<file path="config.mk">
export PLATFORM = sky130hd
export DESIGN_NAME = line_splitter_multi_byte_delim_top_flat
export DESIGN_NICKNAME = d
export VERILOG_FILES = /design/src/hw/rtl/lsmbd_pkg.sv /design/src/hw/rtl/lsmbd_in_if.sv /design/src/hw/rtl/lsmbd_out_if.sv /design/src/hw/rtl/line_splitter_multi_byte_delim_top.sv /design/src/hw/rtl/lsmbd_front.sv /design/src/hw/rtl/lsmbd_fifo.sv /design/src/hw/rtl/lsmbd_back.sv /design/src/flat_wrapper.sv
export SDC_FILE = /design/constraint.sdc
export NUM_CORES = 2
export LEC_CHECK = 0
export BUFFER_PORTS_ARGS = -buffer_cell sky130_fd_sc_hd__buf_4
export CAP_MARGIN = 5
export CORE_MARGIN = 4
export CORE_UTILIZATION = 51
export CTS_CLUSTER_DIAMETER = 200
export DETAILED_ROUTE_END_ITERATION = 10
export PLACE_DENSITY = 0.71
export SKIP_CTS_REPAIR_TIMING = 1
export SKIP_LAST_GASP = 1
export SLEW_MARGIN = 5
export SYNTH_ARGS = -nofsm -noshare
export SYNTH_HDL_FRONTEND = slang
export SYNTH_HIERARCHICAL = 1
export SYNTH_SLANG_ARGS = --single-unit
</file>
<file path="constraint.sdc">
create_clock -name clk_i -period 34.6 [get_ports clk_i]
set_input_delay 5.19 -clock clk_i [delete_from_list [all_inputs] [get_ports clk_i]]
set_output_delay 5.19 -clock clk_i [all_outputs]
set_load 0.02 [all_outputs]
</file>
<file path="src/hw/rtl/lsmbd_pkg.sv">
// Shared types, constants and helpers for the multi-byte delimiter line framer.
// No dependencies; every other hw/rtl file but lsmbd_fifo refers to it by scoped name.
package lsmbd_pkg;

  // Payload and register widths
  localparam int BYTE_W    = 8;
  localparam int LEN_W     = 16;
  localparam int CFG_W     = 64;
  localparam int CFG_LEN_W = 4;
  localparam int ADDR_W    = 5;
  localparam int SEL_W     = 3;

  // Register map, index taken from paddr[4:3]
  localparam logic [1:0] REG_DELIM_BYTES   = 2'd0;
  localparam logic [1:0] REG_DELIM_LEN     = 2'd1;
  localparam logic [1:0] REG_COMMENT_BYTES = 2'd2;
  localparam logic [1:0] REG_COMMENT_LEN   = 2'd3;

  // Register reset values
  localparam logic [CFG_W-1:0]     DELIM_BYTES_RST   = 64'd10;
  localparam logic [CFG_LEN_W-1:0] DELIM_LEN_RST     = 4'd1;
  localparam logic [CFG_W-1:0]     COMMENT_BYTES_RST = 64'd0;
  localparam logic [CFG_LEN_W-1:0] COMMENT_LEN_RST   = 4'd0;

  // Comment decision for the current line
  typedef enum logic [1:0] {
    PH_UNDECIDED,
    PH_KEEP,
    PH_DROP
  } phase_e;

  // Configuration as seen by the front end
  typedef struct packed {
    logic [CFG_W-1:0]     delim_bytes;
    logic [CFG_LEN_W-1:0] delim_len;
    logic [CFG_W-1:0]     comment_bytes;
    logic [CFG_LEN_W-1:0] comment_len;
  } cfg_t;

  // Byte i of a packed 8-byte register, first byte in bits 7:0
  function automatic logic [BYTE_W-1:0] cfg_byte(input logic [CFG_W-1:0] r,
                                                 input logic [SEL_W-1:0] i);
    cfg_byte = r[i*BYTE_W +: BYTE_W];
  endfunction

endpackage

</file>
<file path="src/hw/rtl/lsmbd_in_if.sv">
// Input stream channel: valid/ready handshake carrying one stream beat.
// Depends on lsmbd_pkg for field widths.
interface lsmbd_in_if;
  logic                        valid;
  logic                        ready;
  logic                        kind;
  logic [lsmbd_pkg::BYTE_W-1:0] in_byte;

  modport source(output valid, kind, in_byte, input ready);
  modport sink(input valid, kind, in_byte, output ready);
endinterface

</file>
<file path="src/hw/rtl/lsmbd_out_if.sv">
// Result channel: valid/ready handshake carrying one framed line beat.
// Depends on lsmbd_pkg for field widths.
interface lsmbd_out_if;
  logic                        valid;
  logic                        ready;
  logic [lsmbd_pkg::BYTE_W-1:0] out_byte;
  logic                        has_byte;
  logic                        line_end;
  logic [lsmbd_pkg::LEN_W-1:0]  line_length;

  modport source(output valid, out_byte, has_byte, line_end, line_length, input ready);
  modport sink(input valid, out_byte, has_byte, line_end, line_length, output ready);
endinterface

</file>
<file path="src/hw/rtl/line_splitter_multi_byte_delim_top.sv">
// Top level of the multi-byte delimiter line framer: APB register block, front
// end, record queue and back end. Uses lsmbd_pkg, lsmbd_in_if, lsmbd_out_if.
//
// Usage:
//   in_i carries stream beats (kind 0 = data byte, kind 1 = end of stream); out_o
//   carries one beat per line content byte, or one empty-line marker, with the
//   last beat of a line flagged by line_end and the running line length.
//   Registers (64-bit APB, byte address 8*i): delim_bytes, delim_len,
//   comment_bytes, comment_len. Write them only while the block is idle.
// Throughput: one input beat per cycle. A delimiter or end of stream can release
//   up to HOLD_DEPTH beats at once; the back end drains them one per cycle while
//   out_o accepts, and in_i.ready drops while the QUEUE_DEPTH-entry record queue is full.
// Path: a released byte passes through the queue, the back end's current-record
//   register and the output register on its way to out_o.
// Reset: registers return to delimiter LF, no comment prefix; the current line,
//   queue and output register are cleared. No clearing pass is needed.
// Receiver stall: out_o holds its beat; the back end stops, the queue fills,
//   then in_i.ready goes low until room frees up.
module line_splitter_multi_byte_delim_top #(
  parameter int MAX_DELIM   = 8,
  parameter int MAX_COMMENT = 8,
  parameter int HOLD_DEPTH  = 16,
  parameter int QUEUE_DEPTH = 4
) (
  input  logic                           clk_i,
  input  logic                           rst_ni,
  input  logic                           psel,
  input  logic                           penable,
  input  logic                           pwrite,
  input  logic [lsmbd_pkg::ADDR_W-1:0]   paddr,
  input  logic [lsmbd_pkg::CFG_W-1:0]    pwdata,
  output logic [lsmbd_pkg::CFG_W-1:0]    prdata,
  output logic                           pready,
  lsmbd_in_if.sink                       in_i,
  lsmbd_out_if.source                    out_o
);

  localparam int REC_W = HOLD_DEPTH * lsmbd_pkg::BYTE_W + $clog2(HOLD_DEPTH + 1) + 1;
  localparam int PAD_W = lsmbd_pkg::CFG_W - lsmbd_pkg::CFG_LEN_W;

  lsmbd_pkg::cfg_t cfg_q;
  logic [1:0]      reg_idx;
  logic            cfg_wr;
  logic            q_push_valid, q_full, q_pop_valid, q_pop_ready;
  logic [REC_W-1:0] q_push_data, q_pop_data;

  // APB register block
  assign pready  = 1'b1;
  assign reg_idx = paddr[4:3];
  assign cfg_wr  = psel && penable && pwrite && pready;

  always_ff @(posedge clk_i or negedge rst_ni) begin
    if (!rst_ni) begin
      cfg_q.delim_bytes   <= lsmbd_pkg::DELIM_BYTES_RST;
      cfg_q.delim_len     <= lsmbd_pkg::DELIM_LEN_RST;
      cfg_q.comment_bytes <= lsmbd_pkg::COMMENT_BYTES_RST;
      cfg_q.comment_len   <= lsmbd_pkg::COMMENT_LEN_RST;
    end else if (cfg_wr) begin
      case (reg_idx)
        lsmbd_pkg::REG_DELIM_BYTES:   cfg_q.delim_bytes   <= pwdata;
        lsmbd_pkg::REG_DELIM_LEN:     cfg_q.delim_len     <= pwdata[lsmbd_pkg::CFG_LEN_W-1:0];
        lsmbd_pkg::REG_COMMENT_BYTES: cfg_q.comment_bytes <= pwdata;
        lsmbd_pkg::REG_COMMENT_LEN:   cfg_q.comment_len   <= pwdata[lsmbd_pkg::CFG_LEN_W-1:0];
        default: ;
      endcase
    end
  end

  // Register readback
  always_comb begin
    case (reg_idx)
      lsmbd_pkg::REG_DELIM_BYTES:   prdata = cfg_q.delim_bytes;
      lsmbd_pkg::REG_DELIM_LEN:     prdata = {{PAD_W{1'b0}}, cfg_q.delim_len};
      lsmbd_pkg::REG_COMMENT_BYTES: prdata = cfg_q.comment_bytes;
      lsmbd_pkg::REG_COMMENT_LEN:   prdata = {{PAD_W{1'b0}}, cfg_q.comment_len};
      default:                      prdata = '0;
    endcase
  end

  lsmbd_front #(
    .MAX_DELIM   (MAX_DELIM),
    .MAX_COMMENT (MAX_COMMENT),
    .HOLD_DEPTH  (HOLD_DEPTH)
  ) u_front (
    .clk_i        (clk_i),
    .rst_ni       (rst_ni),
    .cfg_i        (cfg_q),
    .in_i         (in_i),
    .q_full_i     (q_full),
    .push_valid_o (q_push_valid),
    .push_data_o  (q_push_data)
  );

  lsmbd_fifo #(
    .WIDTH (REC_W),
    .DEPTH (QUEUE_DEPTH)
  ) u_fifo (
    .clk_i        (clk_i),
    .rst_ni       (rst_ni),
    .push_valid_i (q_push_valid),
    .push_data_i  (q_push_data),
    .full_o       (q_full),
    .pop_valid_o  (q_pop_valid),
    .pop_ready_i  (q_pop_ready),
    .pop_data_o   (q_pop_data)
  );

  lsmbd_back #(
    .HOLD_DEPTH (HOLD_DEPTH)
  ) u_back (
    .clk_i       (clk_i),
    .rst_ni      (rst_ni),
    .pop_valid_i (q_pop_valid),
    .pop_data_i  (q_pop_data),
    .pop_ready_o (q_pop_ready),
    .out_o       (out_o)
  );

  // The front end never pushes a record into a full queue
  a_no_overflow: assert property (@(posedge clk_i) disable iff (!rst_ni)
    !(q_push_valid && q_full))
    else $error("record pushed into full queue");

  // An empty-line marker carries no byte and always closes the line
  a_marker_form: assert property (@(posedge clk_i) disable iff (!rst_ni)
    (out_o.valid && !out_o.has_byte) |-> (out_o.line_end && out_o.out_byte == '0))
    else $error("malformed empty-line marker");

  // A beat that carries a byte always reports a nonzero length
  a_len_nonzero: assert property (@(posedge clk_i) disable iff (!rst_ni)
    (out_o.valid && out_o.has_byte) |-> (out_o.line_length != '0))
    else $error("content beat with zero line length");

endmodule

</file>
<file path="src/hw/rtl/lsmbd_front.sv">
// Front end: holds back line bytes, matches delimiter and comment prefix, and
// pushes release records {end, count, bytes} into the queue. Uses lsmbd_pkg, lsmbd_in_if.
module lsmbd_front #(
  parameter int MAX_DELIM   = 8,
  parameter int MAX_COMMENT = 8,
  parameter int HOLD_DEPTH  = 16
) (
  input  logic                  clk_i,
  input  logic                  rst_ni,
  input  lsmbd_pkg::cfg_t       cfg_i,
  lsmbd_in_if.sink              in_i,
  input  logic                  q_full_i,
  output logic                  push_valid_o,
  output logic [HOLD_DEPTH*lsmbd_pkg::BYTE_W+$clog2(HOLD_DEPTH+1):0] push_data_o
);

  localparam int BW     = lsmbd_pkg::BYTE_W;
  localparam int CW     = $clog2(HOLD_DEPTH + 1);
  localparam int HW     = HOLD_DEPTH * BW;
  localparam int DL_MAX = (MAX_DELIM < HOLD_DEPTH - 1) ? MAX_DELIM : HOLD_DEPTH - 1;
  localparam int SW     = lsmbd_pkg::SEL_W;

  logic [HW-1:0]     hold_q, hold_d, hold_a, hold_sh;
  logic [CW-1:0]     hcnt_q, hcnt_d, n1, dl, cl, cl_lim, base, drop, avail, rec_cnt;
  logic [CW:0]       cl_dl;
  lsmbd_pkg::phase_e phase_q, phase_d, phase_eff;
  logic              started_q, started_d;
  logic              acc, app, tail_bad, pref_bad, delim_hit, comment_hit, decide, rec_end;

  assign in_i.ready = !q_full_i;
  assign acc        = in_i.valid && in_i.ready;

  // Effective delimiter and comment lengths
  always_comb begin
    if (cfg_i.delim_len == '0) begin
      dl = CW'(1);
    end else if (int'(cfg_i.delim_len) > DL_MAX) begin
      dl = CW'(DL_MAX);
    end else begin
      dl = CW'(cfg_i.delim_len);
    end
    cl_lim = CW'(HOLD_DEPTH) - dl;
    if (int'(cfg_i.comment_len) > MAX_COMMENT) begin
      cl = CW'(MAX_COMMENT);
    end else begin
      cl = CW'(cfg_i.comment_len);
    end
    if (cl > cl_lim) begin
      cl = cl_lim;
    end
  end

  // Append the incoming byte at the end of the hold window
  always_comb begin
    app    = !in_i.kind && (hcnt_q < CW'(HOLD_DEPTH));
    hold_a = hold_q;
    for (int k = 0; k < HOLD_DEPTH; k++) begin
      if (app && hcnt_q == CW'(k)) begin
        hold_a[k*BW +: BW] = in_i.in_byte;
      end
    end
    n1 = hcnt_q + CW'(app);
  end

  // Delimiter match on the tail of the window
  always_comb begin
    base     = n1 - dl;
    tail_bad = 1'b0;
    for (int k = 0; k < HOLD_DEPTH; k++) begin
      if (CW'(k) >= base && CW'(k) < n1 &&
          hold_a[k*BW +: BW] !=
            lsmbd_pkg::cfg_byte(cfg_i.delim_bytes, SW'(CW'(k) - base))) begin
        tail_bad = 1'b1;
      end
    end
    delim_hit = !in_i.kind && (n1 >= dl) && !tail_bad;
  end

  // Comment prefix match on the head of the window
  always_comb begin
    pref_bad = 1'b0;
    for (int i = 0; i < MAX_COMMENT; i++) begin
      if (CW'(i) < cl &&
          hold_a[i*BW +: BW] != lsmbd_pkg::cfg_byte(cfg_i.comment_bytes, SW'(i))) begin
        pref_bad = 1'b1;
      end
    end
    avail       = delim_hit ? base : n1;
    comment_hit = (cl != '0) && (avail >= cl) && !pref_bad;
  end

  // Comment decision: next state
  always_comb begin
    cl_dl = {1'b0, cl} + {1'b0, dl};
    if (in_i.kind) begin
      decide = started_q && (phase_q == lsmbd_pkg::PH_UNDECIDED);
    end else if (delim_hit) begin
      decide = (phase_q == lsmbd_pkg::PH_UNDECIDED);
    end else begin
      decide = (phase_q == lsmbd_pkg::PH_UNDECIDED) && ({1'b0, n1} >= cl_dl);
    end
    if (decide) begin
      phase_eff = comment_hit ? lsmbd_pkg::PH_DROP : lsmbd_pkg::PH_KEEP;
    end else begin
      phase_eff = phase_q;
    end
    phase_d = (in_i.kind || delim_hit) ? lsmbd_pkg::PH_UNDECIDED : phase_eff;
  end

  // Release records and window update
  always_comb begin
    drop         = base;
    hold_sh      = hold_a >> {drop, 3'b000};
    push_valid_o = 1'b0;
    rec_cnt      = '0;
    rec_end      = 1'b0;
    hold_d       = hold_a;
    hcnt_d       = n1;
    started_d    = started_q;
    if (in_i.kind) begin
      push_valid_o = acc && started_q && (phase_eff == lsmbd_pkg::PH_KEEP);
      rec_cnt      = n1;
      rec_end      = 1'b1;
      hcnt_d       = '0;
      started_d    = 1'b0;
    end else if (delim_hit) begin
      push_valid_o = acc && (phase_eff == lsmbd_pkg::PH_KEEP);
      rec_cnt      = base;
      rec_end      = 1'b1;
      hcnt_d       = '0;
      started_d    = 1'b0;
    end else begin
      started_d = 1'b1;
      if (phase_eff != lsmbd_pkg::PH_UNDECIDED && n1 > dl) begin
        push_valid_o = acc && (phase_eff == lsmbd_pkg::PH_KEEP);
        rec_cnt      = drop;
        hold_d       = hold_sh;
        hcnt_d       = dl;
      end
    end
  end

  assign push_data_o = {rec_end, rec_cnt, hold_a};

  // Line state
  always_ff @(posedge clk_i or negedge rst_ni) begin
    if (!rst_ni) begin
      hcnt_q    <= '0;
      phase_q   <= lsmbd_pkg::PH_UNDECIDED;
      started_q <= 1'b0;
    end else if (acc) begin
      hcnt_q    <= hcnt_d;
      phase_q   <= phase_d;
      started_q <= started_d;
    end
  end

  // Hold window bytes
  always_ff @(posedge clk_i) begin
    if (acc) begin
      hold_q <= hold_d;
    end
  end

endmodule

</file>
<file path="src/hw/rtl/lsmbd_fifo.sv">
// Short record queue between front and back ends, register based.
// No package dependencies; depth of 2 or more.
module lsmbd_fifo #(
  parameter int WIDTH = 8,
  parameter int DEPTH = 4
) (
  input  logic             clk_i,
  input  logic             rst_ni,
  input  logic             push_valid_i,
  input  logic [WIDTH-1:0] push_data_i,
  output logic             full_o,
  output logic             pop_valid_o,
  input  logic             pop_ready_i,
  output logic [WIDTH-1:0] pop_data_o
);

  localparam int PW = $clog2(DEPTH);
  localparam int NW = $clog2(DEPTH + 1);

  logic [WIDTH-1:0] mem_q [DEPTH];
  logic [PW-1:0]    wr_q, wr_d, rd_q, rd_d;
  logic [NW-1:0]    cnt_q, cnt_d;
  logic             push, pop;

  assign full_o      = (cnt_q == NW'(DEPTH));
  assign pop_valid_o = (cnt_q != '0);
  assign pop_data_o  = mem_q[rd_q];
  assign push        = push_valid_i && !full_o;
  assign pop         = pop_valid_o && pop_ready_i;

  // Pointer and fill count
  always_comb begin
    wr_d  = push ? ((wr_q == PW'(DEPTH - 1)) ? '0 : wr_q + 1'b1) : wr_q;
    rd_d  = pop ? ((rd_q == PW'(DEPTH - 1)) ? '0 : rd_q + 1'b1) : rd_q;
    cnt_d = cnt_q + NW'(push) - NW'(pop);
  end

  always_ff @(posedge clk_i or negedge rst_ni) begin
    if (!rst_ni) begin
      wr_q  <= '0;
      rd_q  <= '0;
      cnt_q <= '0;
    end else begin
      wr_q  <= wr_d;
      rd_q  <= rd_d;
      cnt_q <= cnt_d;
    end
  end

  // Entry storage
  always_ff @(posedge clk_i) begin
    if (push) begin
      mem_q[wr_q] <= push_data_i;
    end
  end

endmodule

</file>
<file path="src/hw/rtl/lsmbd_back.sv">
// Back end: unpacks release records one beat per cycle while the receiver accepts,
// keeps the saturating line length and drives the registered result channel. Uses lsmbd_pkg, lsmbd_out_if.
module lsmbd_back #(
  parameter int HOLD_DEPTH = 16
) (
  input  logic clk_i,
  input  logic rst_ni,
  input  logic pop_valid_i,
  input  logic [HOLD_DEPTH*lsmbd_pkg::BYTE_W+$clog2(HOLD_DEPTH+1):0] pop_data_i,
  output logic pop_ready_o,
  lsmbd_out_if.source out_o
);

  localparam int BW = lsmbd_pkg::BYTE_W;
  localparam int LW = lsmbd_pkg::LEN_W;
  localparam int CW = $clog2(HOLD_DEPTH + 1);
  localparam int HW = HOLD_DEPTH * BW;

  logic          cur_valid_q, cur_valid_d;
  logic [HW-1:0] cur_data_q, cur_data_d;
  logic [CW-1:0] cur_left_q, cur_left_d, rec_cnt;
  logic          cur_end_q, cur_end_d, cur_mark_q, cur_mark_d;
  logic          ov_q, ov_d, oh_q, oh_d, oe_q, oe_d;
  logic [BW-1:0] ob_q, ob_d;
  logic [LW-1:0] ol_q, ol_d, line_cnt_q, line_cnt_d, inc;
  logic          emit, last, load;

  // Record unpacking and result generation
  always_comb begin
    emit        = cur_valid_q && (!ov_q || out_o.ready);
    last        = (cur_left_q == CW'(1));
    pop_ready_o = !cur_valid_q || (emit && last);
    load        = pop_valid_i && pop_ready_o;
    rec_cnt     = pop_data_i[HW +: CW];

    cur_valid_d = cur_valid_q;
    cur_data_d  = cur_data_q;
    cur_left_d  = cur_left_q;
    cur_end_d   = cur_end_q;
    cur_mark_d  = cur_mark_q;
    if (emit) begin
      if (last) begin
        cur_valid_d = 1'b0;
      end else begin
        cur_data_d = cur_data_q >> BW;
        cur_left_d = cur_left_q - 1'b1;
      end
    end
    if (load) begin
      cur_valid_d = 1'b1;
      cur_data_d  = pop_data_i[HW-1:0];
      cur_mark_d  = (rec_cnt == '0);
      cur_left_d  = (rec_cnt == '0) ? CW'(1) : rec_cnt;
      cur_end_d   = pop_data_i[HW+CW];
    end

    // Saturating length, cleared after the line's last beat
    inc = (!cur_mark_q && line_cnt_q != '1) ? line_cnt_q + 1'b1 : line_cnt_q;

    ov_d       = ov_q;
    ob_d       = ob_q;
    oh_d       = oh_q;
    oe_d       = oe_q;
    ol_d       = ol_q;
    line_cnt_d = line_cnt_q;
    if (emit) begin
      ov_d       = 1'b1;
      ob_d       = cur_mark_q ? '0 : cur_data_q[BW-1:0];
      oh_d       = !cur_mark_q;
      oe_d       = cur_end_q && last;
      ol_d       = inc;
      line_cnt_d = (cur_end_q && last) ? '0 : inc;
    end else if (out_o.ready) begin
      ov_d = 1'b0;
    end
  end

  always_ff @(posedge clk_i or negedge rst_ni) begin
    if (!rst_ni) begin
      cur_valid_q <= 1'b0;
      ov_q        <= 1'b0;
      line_cnt_q  <= '0;
    end else begin
      cur_valid_q <= cur_valid_d;
      ov_q        <= ov_d;
      line_cnt_q  <= line_cnt_d;
    end
  end

  always_ff @(posedge clk_i) begin
    cur_data_q <= cur_data_d;
    cur_left_q <= cur_left_d;
    cur_end_q  <= cur_end_d;
    cur_mark_q <= cur_mark_d;
    ob_q       <= ob_d;
    oh_q       <= oh_d;
    oe_q       <= oe_d;
    ol_q       <= ol_d;
  end

  assign out_o.valid       = ov_q;
  assign out_o.out_byte    = ob_q;
  assign out_o.has_byte    = oh_q;
  assign out_o.line_end    = oe_q;
  assign out_o.line_length = ol_q;

endmodule
</file>
<file path="src/flat_wrapper.sv">
// flat-port wrapper written by rule: the top's interface ports become plain ports
module line_splitter_multi_byte_delim_top_flat 
#(
  parameter int MAX_DELIM   = 8,
  parameter int MAX_COMMENT = 8,
  parameter int HOLD_DEPTH  = 16,
  parameter int QUEUE_DEPTH = 4
)
  (clk_i, rst_ni, psel, penable, pwrite, paddr, pwdata, prdata, pready, in_i_valid, in_i_kind, in_i_in_byte, in_i_ready, out_o_valid, out_o_out_byte, out_o_has_byte, out_o_line_end, out_o_line_length, out_o_ready);
  lsmbd_in_if in_i_i ();
  lsmbd_out_if out_o_i ();
  input  logic clk_i;
  input  logic rst_ni;
  input  logic psel;
  input  logic penable;
  input  logic pwrite;
  input  logic [lsmbd_pkg::ADDR_W-1:0] paddr;
  input  logic [lsmbd_pkg::CFG_W-1:0] pwdata;
  output logic [lsmbd_pkg::CFG_W-1:0] prdata;
  output logic pready;
  input wire logic [$bits(in_i_i.valid)-1:0] in_i_valid;
  input wire logic [$bits(in_i_i.kind)-1:0] in_i_kind;
  input wire logic [$bits(in_i_i.in_byte)-1:0] in_i_in_byte;
  output wire logic [$bits(in_i_i.ready)-1:0] in_i_ready;
  output wire logic [$bits(out_o_i.valid)-1:0] out_o_valid;
  output wire logic [$bits(out_o_i.out_byte)-1:0] out_o_out_byte;
  output wire logic [$bits(out_o_i.has_byte)-1:0] out_o_has_byte;
  output wire logic [$bits(out_o_i.line_end)-1:0] out_o_line_end;
  output wire logic [$bits(out_o_i.line_length)-1:0] out_o_line_length;
  input wire logic [$bits(out_o_i.ready)-1:0] out_o_ready;
  assign in_i_i.valid = in_i_valid;
  assign in_i_i.kind = in_i_kind;
  assign in_i_i.in_byte = in_i_in_byte;
  assign in_i_ready = in_i_i.ready;
  assign out_o_valid = out_o_i.valid;
  assign out_o_out_byte = out_o_i.out_byte;
  assign out_o_has_byte = out_o_i.has_byte;
  assign out_o_line_end = out_o_i.line_end;
  assign out_o_line_length = out_o_i.line_length;
  assign out_o_i.ready = out_o_ready;
  line_splitter_multi_byte_delim_top #(.MAX_DELIM(MAX_DELIM), .MAX_COMMENT(MAX_COMMENT), .HOLD_DEPTH(HOLD_DEPTH), .QUEUE_DEPTH(QUEUE_DEPTH)) u_core (.clk_i(clk_i), .rst_ni(rst_ni), .psel(psel), .penable(penable), .pwrite(pwrite), .paddr(paddr), .pwdata(pwdata), .prdata(prdata), .pready(pready), .in_i(in_i_i), .out_o(out_o_i));
endmodule
</file>
==> run_results.csv <==
group,metric,value,unit
outcome,status,"completed",
final_layout,final_nets,4236,
routing,num_vias,36355,
global_routing,grt.overflow.total,0,
global_routing,met2_usage,45.59,%
floorplanning,io_pins,178,
cts,cts_root_buf,"clkbuf_16",
global_routing,grt_use_total,29.85,%
floorplanning,die_width,332.5,um
final_layout,syn2layout_area_growth,11.15,%
critical_path,cp.required,34930,ps
flow_run,drv_cap,0,
final_layout,finalInstanceArea,59680,um2
critical_path,arrival,17220,ps
critical_path,slowest_delay,1170,ps
placed_design,gp_congestion,1.016,
final_layout,layout-drive-gt1-share,24.10,%
placed_design,hpwl,116600,um
critical_path,cp_num_cells,32,
routing,drt_iter0_markers,4220,
floorplanning,die_h,332.5,um
yosys,avgSynthCellArea,13.37,um2
yosys,syn_nets,4141,
global_routing,grt_pass1_vias,35562,
routing,antenna_left,0,
timing,post-route-period-util,48.83,%
timing,hold_viol,0,
final_layout,final_common_cell,"edfxtp_1",
cts,htree_levels,3,
yosys,yosysWarnings,6,
critical_path,r2r_start,"u_core/u_front/hcnt_q[4]",
timing,rsz0062_at_grt,"no",
routing,drcViolationCount,0,
global_routing,antenna_found_initial,7,
timing,slew_headroom,5.969,%
critical_path,critPathMaxFanout,56,
routing,drtPass1Iterations,6,
routing,drt-wirelength-per-cell,30.21,um
yosys,synth-seq-cells,994,
cts,tritoncts,"yes",
critical_path,path_buf_inv,5,
yosys,seq_area_frac_synth,54.02,%
timing,whs,521.1,ps
final_layout,final_cell_mix,"edfxtp_1 (825), mux2i_1 (402), buf_4 (272), mux2_2 (252), nor2_1 (226)",
timing,setup_tns,0,ps
yosys,synth-main-ff-cell,"edfxtp_1",
placed_design,dpl_cell_area,56120,um2
critical_path,worst-setup-path-type,"in -> reg",
cts,clkSinkCount,994,
timing,clock_skew,61.73,ps
cts,path_clk_slew,70,ps
timing,finalCriticalPeriod,16890,ps
critical_path,crit_top_cell,"buf_4",
worst_hold_path,hold_depth,1,
global_routing,grtUsageMet1,41.05,%
global_routing,grt_max_degree,117,
global_routing,busiest_layer,"met2",
critical_path,crit_start,"in_i_kind",
yosys,synth_edf_count,825,
yosys,netlist_instances,4015,
critical_path,crit_path_start_kind,"primary input",
yosys,async_flop_share,17.00,%
timing,slew_violations,0,
routing,via_per_inst,6.515,
cts,insertion_delay,730,ps
worst_hold_path,hold_class,"reg -> reg",
timing,setup_viol,0,
timing,tightestPinTransition,1405,ps
critical_path,rrSetupSlack,21660,ps
global_routing,grt_use_met3,6.283,%
critical_path,ff2ff_path_depth,31,
critical_path,endpoint,"u_core/u_fifo/mem_q[2][41]",
placed_design,port_buffers,173,
timing,fmaxAchievable,59.19,MHz
global_routing,grt_pass1_wl,244500,um
critical_path,critPathSlowestCell,"fa_4",
floorplanning,fp-row-count,118,
critical_path,crit_family,"simple AND/OR/NAND/NOR gates",
routing,wl,168600,um
yosys,netlist_area,53690,um2
critical_path,r2r-end,"u_core/u_fifo/mem_q[2][41]",
floorplanning,core-area,104100,um2
floorplanning,start_util,51.58,%
cts,clockBufferDepth,3,
critical_path,endpoint_kind,"flip-flop",
yosys,yosysUniqueCellTypes,104,
yosys,synth_area_leaders,"edfxtp_1 (46%), mux4_2 (8.5%), mux2i_1 (7.8%)",
floorplanning,die_area,110500,um2
yosys,synth_top_area_share,46.14,%
yosys,synth.largest_area_cell,"edfxtp_1",
cts,numCtsBuffers,102,
==> logic make-up after synthesis <==
family,count (synthesis),share of synthesized area (%)
compound gates,533,6.320
xor+xnor,123,2.132
fa+ha+maj,41,0.9974
buf+inv,448,3.980
flops,994,54.02
mux,948,23.58
other cells,3,0.02097
simple gates,925,8.948
==> final cells by class <==
type                            count  area, um2
Clock buffer                      129       2738
Timing Repair Buffer              274       2073
Fill cell                        8377      44410
Antenna cell                        5      12.51
Multi-Input combinational cell   2573      22680
Tap cell                         1380       1727
Clock inverter                     60      809.5
Inverter                          165      623.1
Sequential cell                   994      29010
==> worst min path at each step <==
stage | startpoint | to
finish | u_core/u_back/cur_data_q[112] | u_core/u_back/cur_data_q[104]
global route | u_core/u_back/cur_data_q[112] | u_core/u_back/cur_data_q[104]
CTS | u_core/u_back/cur_data_q[112] | u_core/u_back/cur_data_q[104]
detailed placement | u_core/u_front/started_q | u_core/u_front/started_q
global placement | u_core/u_front/started_q | u_core/u_front/started_q
floorplan | u_core/u_front/started_q | u_core/u_front/started_q
==> flip-flops by register name, indices dropped and copies added (netlist names), 2 cells and up <==
name	count
u_core/cfg_q	136
u_core/u_back/cur_data_q	128
u_core/u_back/cur_left_q	5
u_core/u_back/line_cnt_q	16
u_core/u_back/out_o.line_length	16
u_core/u_back/out_o.out_byte	8
u_core/u_fifo/cnt_q	3
u_core/u_fifo/mem_q	536
u_core/u_fifo/rd_q	2
u_core/u_fifo/wr_q	2
u_core/u_front/hcnt_q	5
u_core/u_front/hold_q	128
u_core/u_front/phase_q	2
==> cells in the mapped netlist, types with 7 or more instances <==
master,count
inv_1,160
or3_1,22
nand3_1,79
buf_8,9
o21ai_1,12
nor2b_1,19
o21ai_0,103
mux2i_1,416
dfrtp_1,166
nand2b_1,12
a211oi_1,17
nor2_1,227
buf_1,19
buf_6,25
mux4_2,202
a21oi_1,177
nand2_1,215
a22oi_1,17
and2_1,52
xnor2_1,70
nor3b_1,7
and3_1,106
edfxtp_1,825
o21a_1,12
clkbuf_1,143
mux2_1,18
a32oi_1,60
xor2_1,48
ha_1,38
a21o_1,10
or2_2,11
mux2_4,57
nand4_1,40
mux2_2,252
nor4_1,41
buf_2,63
a21boi_0,39
o211ai_1,7
o22ai_1,20
and4_1,7
nor4b_1,13
nor3_1,32
buf_4,23
==> through the flow <==
step / setup slack (ps) / utilization, % / instances
3_3_place_gp: 17290 / 53.92 / 5386
4_1_cts: 17960 / 57.33 / 5575
5_1_grt: 17310 / 57.33 / 5575
2_1_floorplan: 17530 / - / 4015
6_report: 17710 / 57.34 / 5580
3_5_place_dp: 17250 / 53.92 / 5386
==> metal layers <==
metal / up-vias / wire length, um
met1: 18462 / 67200
li1: 15541 / -
met5: - / 41
met4: 6 / 9046
met3: 434 / 16210
met2: 1912 / 76080
Power is left out: the tool's default activity adds up to more than one toggle a clock period on the data nets, which glitch-free logic cannot reach.
